`src/rtl/psls_ram.sv`:
```
module psls_ram #(
    parameter int WIDTH = 8,
    parameter int DEPTH = 16
) (
    input  logic                                      clk,
    input  logic                                      we,
    input  logic [((DEPTH > 1) ? $clog2(DEPTH) : 1)-1:0] addr,
    input  logic [WIDTH-1:0]                          wdata,
    output logic [WIDTH-1:0]                          rdata
);

    logic [WIDTH-1:0] mem_reg [DEPTH];
    logic [WIDTH-1:0] rdata_reg;

    always_ff @(posedge clk)
    begin
        if (we)
        begin
            mem_reg[addr] <= wdata;
        end
        rdata_reg <= mem_reg[addr];
    end

    assign rdata = rdata_reg;

endmodule

```
`config.mk`:
```
export PLATFORM = sky130hd
export DESIGN_NAME = psls_ram
export DESIGN_NICKNAME = d
export VERILOG_FILES = /design/src/rtl/psls_ram.sv
export SDC_FILE = /design/constraint.sdc
export NUM_CORES = 1
export LEC_CHECK = 0
export ABC_CLOCK_PERIOD_IN_PS = 3550
export CAP_MARGIN = 5
export CORE_ASPECT_RATIO = 0.7
export CORE_UTILIZATION = 45
export CTS_BUF_LIST = sky130_fd_sc_hd__clkbuf_16
export DETAILED_ROUTE_END_ITERATION = 10
export DONT_BUFFER_PORTS = 1
export HOLD_SLACK_MARGIN = 0.12
export PLACE_DENSITY = 0.72
export SYNTH_ARGS = -nofsm -noshare
export SYNTH_HDL_FRONTEND = slang
export SYNTH_SLANG_ARGS = --single-unit
```
`constraint.sdc`:
```
create_clock -name clk -period 3.55 [get_ports clk]
set_input_delay 0.71 -clock clk [delete_from_list [all_inputs] [get_ports clk]]
set_output_delay 0.71 -clock clk [all_outputs]
set_load 0.05 [all_outputs]
```
==> impl_metrics.tcl <==
set metrics [dict create \
    outcome "completed" \
    grt_overflow_total 0 \
    yosys.area.top_type "edfxtp_1" \
    drt_iter0_drc 208 \
    r2r_start "mem_reg[15][2]$_DFFE_PP_" \
    fp.dieH_um 90.79 \
    dr.pass1.iters 4 \
    largest_reg_flops 128 \
    p_leak_nw 1.822 \
    power_per_cell_area_nw_per_um2 635.7 \
    h-tree-depth 4 \
    clock_latency_ns 0.42 \
    final_cells 406 \
    dpl.hpwl_mm 5.966 \
    hp-start "wdata[4]" \
    cp_num_buf_inv 0 \
    finalCritPeriodShare_pct 49.51 \
    crit_family "simple AND/OR/NAND/NOR gates" \
    synth_warnings 0 \
    critPathMaxStageDelay_ns 0.57 \
    post-cts-setup-buffer-count 0 \
    vias 2276 \
    cp_max_fo 8 \
    clk_pin_slew_worst_paths_ns 0.06 \
    layout-drive-gt1-share_pct 26.09 \
    post_dp_cell_area_sq_um 5214 \
    antenna_found_initial 0 \
    area_delta_synth_final_pct 14.54 \
    path_cells "or3b_2, nor2_1" \
    wirelength_mm 9.793 \
    pre_cts_ws_ns 1.355 \
    maxSlewViolCount 0 \
    start_kind "input pin" \
    hold_violations 0 \
    grt_start_max_net_pins 40 \
    tns_ns 0 \
    synth.top_cell.area_share_pct 75.85 \
    grt_pass1_wl_mm 14.52 \
    final_common_cell "edfxtp_1" \
    p_total_mw 3.690 \
    rows 32 \
    final_antenna_net_count 0 \
    grt_pass1_vias 2266 \
    syn_avg_cell_area_sq_um 22.03 \
    fmaxAchievable_ghz 0.5689 \
    worstPathArrival_ns 1.81 \
    relSlewSlack_pct 27.81 \
    skew_ns 0.005863 \
    ys_ff_latch 136 \
    synth.area.top_cells "edfxtp_1, mux4_2, dfxtp_1" \
    diodes 0 \
    rsz0062_at_grt "no" \
    nets 254 \
    setup_viol 0 \
    drt-vias-per-instance 5.606 \
    wl_per_cell_um 24.12 \
    crit_required_ns 3.60 \
    vdd_drop_max_mv 0.4369 \
    die-area_sq_um 11700 \
    cpMaxStageDelayCell "nor2_1" \
    synth_nets 244 \
    holdWs_ns 0.3821 \
    clockRootBuffer "clkbuf_16" \
    drcViolationCount 0 \
    ioPinCount 22 \
    cp-end-kind "flop" \
    synth-seq-area-share_pct 79.01 \
    synth_cell_type_count 18 \
    most-common-layout-cells "edfxtp_1, mux4_2, clkbuf_16" \
    track_usage_pct 18.59 \
    design_area_sq_um 5804 \
    placed_cells 374 \
    synthCells 230 \
    portBuffers 0 \
    min_path_type "in2reg" \
    coreArea_sq_um 10970 \
    ctsResizeCount 0 \
    drv_cap 0 \
    critPathKind "in2reg" \
    syn-cell-area_sq_um 5067 \
    min_period_ns 1.758 \
    die_w_um 128.8 \
    start_util_pct 46.19 \
    postLayoutCoreUtil_pct 52.91 \
    fin_ws_ns 1.792 \
    tritoncts "yes" \
    tightestPinTransition_ns 1.075 \
    cts-buffers-inserted 17 \
    clock_sink_count 136 \
    ctsHoldBuffers 0 \
    startpoint "addr[2]" \
    gp_congestion 0.8024 \
    cts_buffer_depth 2 \
]
where the power goes:
group          switching (mW)  internal [mW]  total, mW  leakage [nW]
Clock                   0.698           1.05       1.74         0.279
Combinational          0.0478         0.0530      0.101         0.319
Sequential             0.0489           1.80       1.85          1.22
per-layer routing:
metal / track usage [%] / vias up / wire (um) / part of all wire, %
li1: - / 981 / - / -
met1: 28.15 / 1205 / 4632 / 47
met2: 24.28 / 83 / 4279 / 44
met3: 7.346 / 7 / 811 / 8.3
met4: 6.176 / 0 / 70 / 0.71
met5: 0 / - / 0 / 0
cells by family (layout without fill, tap and decap cells):
kind of cell           count (synthesis)  in the layout  synth area share, %
AOI/OAI and AO/OA                     16             16                2.370
buffers and inverters                 11             34                1.185
DFF                                  136            136                79.01
muxes                                 32             32                14.22
and+or+nand+nor                       35             35                3.210
final timing paths:
| check | endpoint | slack, ns | cells after the start |
|---|---|---|---|
| min | mem_reg[15][4]$_DFFE_PP_ | 0.38 | 0 |
| max reg2reg | rdata[2]$_DFF_P_ | 2.19 | 3 |
| max | mem_reg[3][5]$_DFFE_PP_ | 1.79 | 2 |
| min reg2reg | rdata[7]$_DFF_P_ | 0.70 | 3 |
final cells by class:
type	instances	area, sq um
tap	153	191.4
multi-input combinational	83	1003
clock buffer	17	425.4
fill	850	5166
clock inverter	15	165.2
timing repair buffer	2	15.01
sequential	136	4004
cells in the mapped netlist (all sizes together):
| master | count |
|---|---|
| a22oi | 16 |
| and2 | 1 |
| buf | 8 |
| clkbuf | 3 |
| dfxtp | 8 |
| edfxtp | 128 |
| mux4 | 32 |
| nand2 | 9 |
| nand2b | 2 |
| nand3 | 1 |
| nand3b | 2 |
| nor2 | 13 |
| nor2b | 2 |
| nor3 | 4 |
| or3b | 1 |
Power figures use the tool's default switching activity.
